==> config.mk <==
export PLATFORM = sky130hd
export DESIGN_NAME = permission_expression_applier
export DESIGN_NICKNAME = d
export VERILOG_FILES = /design/src/rtl/pea_pkg.sv /design/src/rtl/pea_step.sv /design/src/rtl/permission_expression_applier.sv
export SDC_FILE = /design/constraint.sdc
export NUM_CORES = 1
export LEC_CHECK = 0
export BUFFER_PORTS_ARGS = -buffer_cell sky130_fd_sc_hd__buf_2
export CORE_MARGIN = 2
export CORE_UTILIZATION = 39
export CTS_BUF_LIST = sky130_fd_sc_hd__clkbuf_4
export DETAILED_ROUTE_END_ITERATION = 10
export GPL_TIMING_DRIVEN = 1
export SLEW_MARGIN = 20
export SYNTH_ARGS = -nofsm -noshare
export SYNTH_HDL_FRONTEND = slang
export SYNTH_SLANG_ARGS = --single-unit
==> constraint.sdc <==
create_clock -name clk -period 7.81 [get_ports clk]
set_clock_uncertainty 0.05 [all_clocks]
set_input_delay 1.1715 -clock clk [delete_from_list [all_inputs] [get_ports clk]]
set_output_delay 1.1715 -clock clk [all_outputs]
set_load 0.1 [all_outputs]
==> src/rtl/pea_pkg.sv <==
// ----------------------------------------------------------------------------
// pea_pkg: shared types and constants for the permission expression applier
// Parser state and result records, operator codes, character codes and class/action masks.
// ----------------------------------------------------------------------------
package pea_pkg;

  localparam int MaxExprLen = 1024;
  localparam int PosLimInt  = (MaxExprLen - 1 > 1023) ? 1023 : (MaxExprLen - 1);
  localparam logic [9:0] POS_LIMIT = 10'(PosLimInt);

  typedef enum logic [1:0] {
    OP_ASSIGN = 2'd0,
    OP_OR     = 2'd1,
    OP_CLEAR  = 2'd2,
    OP_AND    = 2'd3
  } pea_op_t;

  // Character codes
  localparam logic [7:0] CH_NUL   = 8'h00;
  localparam logic [7:0] CH_U     = 8'h75;
  localparam logic [7:0] CH_G     = 8'h67;
  localparam logic [7:0] CH_O     = 8'h6f;
  localparam logic [7:0] CH_A     = 8'h61;
  localparam logic [7:0] CH_R     = 8'h72;
  localparam logic [7:0] CH_W     = 8'h77;
  localparam logic [7:0] CH_X     = 8'h78;
  localparam logic [7:0] CH_S     = 8'h73;
  localparam logic [7:0] CH_T     = 8'h74;
  localparam logic [7:0] CH_COMMA = 8'h2c;
  localparam logic [7:0] CH_EQ    = 8'h3d;
  localparam logic [7:0] CH_PLUS  = 8'h2b;
  localparam logic [7:0] CH_BAR   = 8'h7c;
  localparam logic [7:0] CH_MINUS = 8'h2d;
  localparam logic [7:0] CH_AMP   = 8'h26;
  localparam logic [7:0] CH_ZERO  = 8'h30;
  localparam logic [7:0] CH_SEVEN = 8'h37;

  // Class masks
  localparam logic [11:0] CLS_U = 12'o5700;
  localparam logic [11:0] CLS_G = 12'o3070;
  localparam logic [11:0] CLS_O = 12'o1007;
  localparam logic [11:0] CLS_A = 12'o7777;

  // Action bit sets
  localparam logic [11:0] ACT_R = 12'o0444;
  localparam logic [11:0] ACT_W = 12'o0222;
  localparam logic [11:0] ACT_X = 12'o0111;
  localparam logic [11:0] ACT_S = 12'o6000;
  localparam logic [11:0] ACT_T = 12'o1000;

  typedef struct packed {
    logic [11:0] mode;
    logic [11:0] cls;
    logic [11:0] bits;
    logic [11:0] oct;
    pea_op_t     op;
    logic        act;
    logic        halted;
    logic [9:0]  pos;
  } pea_state_t;

  typedef struct packed {
    logic        emit;
    logic [11:0] mode;
    logic [9:0]  pos;
    logic        bad;
  } pea_result_t;

endpackage

==> src/rtl/pea_step.sv <==
// ----------------------------------------------------------------------------
// pea_step: one-character parser step
// Decodes one character against the parser state and forms the next state
// and the stop result.
// ----------------------------------------------------------------------------
module pea_step (
  input  pea_pkg::pea_state_t  st_i,
  input  logic [11:0]          start_mode_i,
  input  logic                 first_i,
  input  logic [7:0]           ch_i,
  output pea_pkg::pea_state_t  st_o,
  output pea_pkg::pea_result_t res_o
);
  import pea_pkg::*;

  function automatic pea_state_t clear_term(pea_state_t s);
    pea_state_t r;
    r      = s;
    r.cls  = '0;
    r.bits = '0;
    r.oct  = '0;
    r.op   = OP_ASSIGN;
    r.act  = 1'b0;
    return r;
  endfunction

  function automatic logic [11:0] apply_term(pea_state_t s);
    logic [11:0] set;
    logic [11:0] m;
    set = (s.cls != '0) ? (s.bits & s.cls) : s.bits;
    case (s.op)
      OP_OR:    m = s.mode | set;
      OP_CLEAR: m = s.mode & ~set;
      OP_AND:   m = s.mode & set;
      default:  m = (s.mode & ~s.cls) | set;
    endcase
    return m;
  endfunction

  pea_state_t s;
  logic       adv;
  logic       taken;

  always_comb begin
    s     = st_i;
    adv   = 1'b0;
    taken = 1'b0;
    res_o = '0;
    if (first_i) begin
      s        = clear_term(st_i);
      s.mode   = start_mode_i;
      s.halted = 1'b0;
      s.pos    = '0;
    end
    if (first_i || !st_i.halted) begin
      // class part: letters and an optional operator
      if (!s.act) begin
        taken = 1'b1;
        case (ch_i) inside
          CH_U: s.cls = s.cls | CLS_U;
          CH_G: s.cls = s.cls | CLS_G;
          CH_O: s.cls = s.cls | CLS_O;
          CH_A: s.cls = CLS_A;
          CH_EQ: begin
            s.op  = OP_ASSIGN;
            s.act = 1'b1;
          end
          CH_PLUS, CH_BAR: begin
            s.op  = OP_OR;
            s.act = 1'b1;
          end
          CH_MINUS: begin
            s.op  = OP_CLEAR;
            s.act = 1'b1;
          end
          CH_AMP: begin
            s.op  = OP_AND;
            s.act = 1'b1;
          end
          default: begin
            // no operator: fall into the action part with assign
            s.op  = OP_ASSIGN;
            s.act = 1'b1;
            taken = 1'b0;
          end
        endcase
        adv = taken;
      end
      if (!taken) begin
        if (ch_i >= CH_ZERO && ch_i <= CH_SEVEN) begin
          s.oct = {s.oct[8:0], ch_i[2:0]};
          adv   = 1'b1;
        end else begin
          s.bits = s.bits | s.oct;
          s.oct  = '0;
          case (ch_i)
            CH_R: begin s.bits = s.bits | ACT_R; adv = 1'b1; end
            CH_W: begin s.bits = s.bits | ACT_W; adv = 1'b1; end
            CH_X: begin s.bits = s.bits | ACT_X; adv = 1'b1; end
            CH_S: begin s.bits = s.bits | ACT_S; adv = 1'b1; end
            CH_T: begin s.bits = s.bits | ACT_T; adv = 1'b1; end
            CH_COMMA: begin
              s.mode = apply_term(s);
              s      = clear_term(s);
              adv    = 1'b1;
            end
            CH_NUL: begin
              s.mode    = apply_term(s);
              s.halted  = 1'b1;
              res_o.emit = 1'b1;
              res_o.mode = s.mode;
              res_o.pos  = s.pos;
              res_o.bad  = 1'b0;
            end
            default: begin
              s.halted  = 1'b1;
              res_o.emit = 1'b1;
              res_o.mode = s.mode;
              res_o.pos  = s.pos;
              res_o.bad  = 1'b1;
            end
          endcase
        end
      end
      if (adv) begin
        s.pos = (s.pos < POS_LIMIT) ? (s.pos + 10'd1) : POS_LIMIT;
      end
    end
    st_o = s;
  end

endmodule

==> src/rtl/permission_expression_applier.sv <==
// ----------------------------------------------------------------------------
// permission_expression_applier: symbolic permission expression parser
// Applies a comma-joined list of [ugoa]*[-&+|=]?[rwxst0-7]* terms to a 12-bit
// mode, one character per beat, and reports the mode on NUL or a bad char.
// ----------------------------------------------------------------------------
//
//  channel | dir | tdata                                   | tuser
//  --------+-----+-----------------------------------------+-------------
//  in_     | in  | [11:0] start_mode, [19:12] ch           | first_char
//  out_    | out | [11:0] mode_out, [21:12] stop_offset    | bad_char
//
//  One character per cycle while no result waits on out_: an accepted beat
//  is held in the input register until the step may run, then the parser
//  step updates the state and, on a stop, loads the result register.
//  The input register advances whenever the result register is empty or
//  being drained, so back-pressure on out_ stalls in_ only while a result
//  waits. Reset (rst_n low, synchronous) empties both registers and leaves
//  the parser halted until a beat with first_char set.
//
module permission_expression_applier (
  input  logic        clk,
  input  logic        rst_n,
  input  logic        in_tvalid,
  output logic        in_tready,
  input  logic [23:0] in_tdata,   // [11:0] start_mode, [19:12] ch, [23:20] zero
  input  logic        in_tuser,   // [0] first_char
  output logic        out_tvalid,
  input  logic        out_tready,
  output logic [23:0] out_tdata,  // [11:0] mode_out, [21:12] stop_offset, [23:22] zero
  output logic        out_tuser   // [0] bad_char
);
  import pea_pkg::*;

  // input register
  logic        in_valid_r;
  logic [11:0] in_mode_r;
  logic [7:0]  in_ch_r;
  logic        in_first_r;

  // parser state and result register
  pea_state_t  st_r;
  pea_state_t  st_nxt;
  pea_result_t res;
  logic        out_valid_r;
  logic [11:0] out_mode_r;
  logic [9:0]  out_pos_r;
  logic        out_bad_r;

  logic out_room;
  logic fire;

  // the step may run when the result register can take whatever it makes
  assign out_room  = !out_valid_r || out_tready;
  assign fire      = in_valid_r && out_room;
  assign in_tready = !in_valid_r || fire;

  always_ff @(posedge clk) begin
    if (!rst_n) begin
      in_valid_r <= 1'b0;
    end else if (in_tready) begin
      in_valid_r <= in_tvalid;
    end
  end

  // payload: hold while stalled
  always_ff @(posedge clk) begin
    if (in_tready && in_tvalid) begin
      in_mode_r  <= in_tdata[11:0];
      in_ch_r    <= in_tdata[19:12];
      in_first_r <= in_tuser;
    end
  end

  pea_step u_step (
    .st_i         (st_r),
    .start_mode_i (in_mode_r),
    .first_i      (in_first_r),
    .ch_i         (in_ch_r),
    .st_o         (st_nxt),
    .res_o        (res)
  );

  // parser state: reset leaves it halted with all terms cleared
  always_ff @(posedge clk) begin
    if (!rst_n) begin
      st_r <= '{mode: '0, cls: '0, bits: '0, oct: '0, op: OP_ASSIGN,
                act: 1'b0, halted: 1'b1, pos: '0};
    end else if (fire) begin
      st_r <= st_nxt;
    end
  end

  always_ff @(posedge clk) begin
    if (!rst_n) begin
      out_valid_r <= 1'b0;
    end else if (fire && res.emit) begin
      out_valid_r <= 1'b1;
    end else if (out_tready) begin
      out_valid_r <= 1'b0;
    end
  end

  always_ff @(posedge clk) begin
    if (fire && res.emit) begin
      out_mode_r <= res.mode;
      out_pos_r  <= res.pos;
      out_bad_r  <= res.bad;
    end
  end

  assign out_tvalid = out_valid_r;
  assign out_tdata  = {2'b00, out_pos_r, out_mode_r};
  assign out_tuser  = out_bad_r;

`ifndef SYNTHESIS
  // a stop always leaves the parser halted
  a_halt_after_stop: assert property (@(posedge clk) disable iff (!rst_n)
    fire && res.emit |=> st_r.halted)
    else $error("parser not halted after a stop");

  // a halted parser ignores characters until a restart
  a_halted_quiet: assert property (@(posedge clk) disable iff (!rst_n)
    fire && st_r.halted && !in_first_r |-> !res.emit && st_nxt == st_r)
    else $error("halted parser reacted to a character");

  // a pending result is never overwritten
  a_no_overwrite: assert property (@(posedge clk) disable iff (!rst_n)
    out_valid_r && !out_tready |-> !fire)
    else $error("step ran while a result was waiting");

  // the offset never passes its limit
  a_pos_limit: assert property (@(posedge clk) disable iff (!rst_n)
    st_r.pos <= POS_LIMIT)
    else $error("character offset beyond limit");
`endif

endmodule
==> flow_summary.ini <==
[clock_tree]
cts_root_buf = clkbuf_4
post_cts_resized = 0
clk_latency_ns = 0.51
postCtsHoldBufs = 0
cts_buffer_depth = 2
htree_levels = 3
numCtsBuffers = 9
cts_tree = yes
cts_setup_buffers = 0
cts.sinks = 108
clk_pin_slew_worst_paths_ns = 0.17

[power_and_ir_drop]
combPwrFrac_pct = 12.6
power.switching_uw = 314
sw_frac_of_total_pct = 29.8
power_frac_clock_pct = 29.0
p_seq_share_pct = 58.4
p_leak_nw = 2.20
p_per_area_nw_per_um2 = 169
ir_drop_v = 0.0000834
internal_power_uw = 742

[setup_path]
path_common_cell = o21ai_0
crit_path_top_delay_cell = edfxtp_1
crit_path_end_kind = register
path_buf_inv = 0
worstPathCellList = or3b_2 > a211o_1 > o32ai_4 > o21ai_0 > a21bo_2 > nand3_1 > o21ai_0
critPathArrivalTime_ns = 3.75
critPathRequiredTime_ns = 8.01
cp-start-kind = register
crit_type = register to register
critPathTopFamily = compound AO/OA/AOI/OAI gates
path_max_fanout = 19
slowest_delay_ns = 0.76

[route]
via_per_inst = 6.15
drt_first_pass_iters = 5
wl_per_cell_um = 19.8
dr_total_vias = 5118
drtAntennaViolNets = 0
drtIter0Drc = 508
drc_errors = 0
wirelength_um = 16500

[yosys]
synth_area_um2 = 5800
synthFlopType = dfxtp_1
synth-seq-area-share_pct = 44.9
synth-edff-count = 44
ys_warn_count = 0
ys_seq_elements = 108
ys_types = 85
synthCells = 619
syn_avg_cell_area_um2 = 9.37
synthArstFlopShare_pct = 0

[placed_design]
place.gp.congestion = 0.892
io_buffers = 49
placed_cell_area_um2 = 6100
placed_cells = 816
dp_slack_ns = 4.22
hpwlAfterDp_um = 11500

[global_routing]
grt_start_max_net_pins = 55
grt_pass1_vias = 4817
grt_overflow_total = 0
grt_pass1_wl_um = 26000
grtUsageTotal_pct = 20.7
grt_antenna_before_repair = 0

[timing]
period_needed_ns = 3.55
fin_ws_ns = 4.26
setup_violations = 0
tightest_slew_ns = 1.06
finalCritPeriodShare_pct = 45.4
finalHoldViolations = 0
fmax_ghz = 0.282
slew_violations = 0
maxSlewHeadroom_pct = 28.6
setup_tns_ns = 0
rsz0062_at_grt = no

[outcome]
outcome = completed

[floorplan]
die_h_um = 126
design.die.area_um2 = 15900
start_util_pct = 39.9
row_count = 44
dieWidth_um = 126
coreArea_um2 = 14500
pin_count = 56

[finish]
nNetsFinal = 673
fin_area_um2 = 6260
fill_cells = 1452
drive_gt1_share_pct = 15.4
diodes = 0
final_cells = 832
syn2layout_area_growth_pct = 7.85

[worst_hold_path]
hold_path.class = register to register

[flow_run]
maxCapViolations = 0
==> sequential cells by signal, summed over array words and instances (netlist names) <==
signal      flops
in_ch_r         8
in_first_r      1
in_mode_r      12
in_valid_r      1
out_mode_r     12
out_pos_r      10
out_tuser       1
out_tvalid      1
st_r           62
==> cell usage after synthesis, types with 5 or more instances <==
cell type / number / area (um2)
dfxtp_1: 64 / 1280
a21oi_1: 57 / 285
nor2_1: 48 / 180
edfxtp_1: 44 / 1320
nand2_1: 41 / 154
o21ai_0: 39 / 195
nand3_1: 23 / 115
clkbuf_1: 18 / 67.6
nor3_1: 18 / 90.1
a22o_1: 16 / 140
buf_2: 14 / 70.1
inv_1: 14 / 52.6
mux2i_1: 12 / 120
and2_1: 11 / 68.8
nor4_1: 11 / 68.8
o211ai_1: 9 / 67.6
o22ai_1: 9 / 56.3
a22oi_1: 7 / 52.6
nand4_1: 7 / 43.8
a211o_1: 6 / 52.6
nand2b_1: 6 / 37.5
nand3b_1: 6 / 45.0
nor2b_1: 6 / 37.5
o41ai_1: 6 / 52.6
or3_1: 6 / 37.5
xnor2_1: 6 / 52.6
a21boi_0: 5 / 37.5
a31oi_1: 5 / 31.3
o2111ai_1: 5 / 43.8
o21ai_1: 5 / 25.0
or4_1: 5 / 37.5
==> routing by layer <==
metal	track usage (%)	wire, um	up-vias
met4	7.95	330	0
met1	27.7	7320	2492
met5	0	0	-
met3	3.31	888	23
li1	-	-	2421
met2	33.8	7930	182
==> placed cells by master (no fill, tap or decap), drive strengths merged, types with 5 or more instances in the layout <==
master / instances
a211o: 6
a211oi: 8
a21boi: 5
a21oi: 58
a22o: 16
a22oi: 7
a31oi: 6
and2: 11
buf: 54
clkbuf: 9
dfxtp: 64
edfxtp: 44
inv: 16
mux2i: 12
nand2: 41
nand2b: 6
nand3: 23
nand3b: 6
nand4: 7
nor2: 48
nor2b: 6
nor3: 20
nor4: 11
o2111ai: 5
o211ai: 10
o21ai: 44
o22ai: 9
o41ai: 6
or3: 6
or4: 6
xnor2: 6
==> worst reg2reg max path: stages (launching register included) <==
cell and delay, ns:
edfxtp_1 0.76, or3b_2 0.53, a211o_1 0.34, o32ai_4 0.60
o21ai_0 0.52, a21bo_2 0.33, nand3_1 0.08, o21ai_0 0.10
==> layout make-up <==
type / count / area (um2) / area share (%)
Timing Repair Buffer: 54 / 283 / 4.52
Clock buffer: 9 / 67.6 / 1.08
Inverter: 14 / 52.6 / 0.840
Tap cell: 184 / 230 / 3.68
Clock inverter: 7 / 86.3 / 1.38
Multi-Input combinational cell: 456 / 2930 / 46.9
Sequential cell: 108 / 2600 / 41.6
==> final timing paths <==
kind,start,to,slack (ns),cells past startpoint
setup / recovery,in_ch_r[1],out_mode_r[8],4.26,7
setup reg to reg,in_ch_r[1],out_mode_r[8],4.26,7
hold reg to reg,st_r[26],st_r[26],0.43,2
hold / removal,st_r[26],st_r[26],0.43,2
==> cells by family (layout without fill, tap and decap cells) <==
logic type,count (synthesis),in the layout,share of synthesized area [%]
mux,16,16,2.91
xor+xnor,8,8,1.21
other cells,1,2,0.0646
flops,108,108,44.9
fa+ha+maj,1,1,0.216
buf+inv,56,84,4.64
simple gates,208,208,18.8
compound gates,221,221,27.3
==> power by group through the flow <==
stage               clock network, mW  logic (mW)  registers, mW
floorplan                           0      0.0826          0.647
global placement                    0       0.130          0.628
detailed placement                  0       0.132          0.629
CTS                             0.318       0.132          0.617
global route                    0.339       0.143          0.619
finish                          0.306       0.133          0.617
==> stage by stage <==
stage	utilization (%)	hold WS, ns	power (mW)
after detailed placement	42.0	0.395	0.761
after floorplan	-	0.376	0.730
final	43.0	0.425	1.06
after global placement	42.0	0.390	0.758
after global routing	43.0	0.455	1.10
after CTS	43.0	0.426	1.07
(Power assumes the default switching activity.)
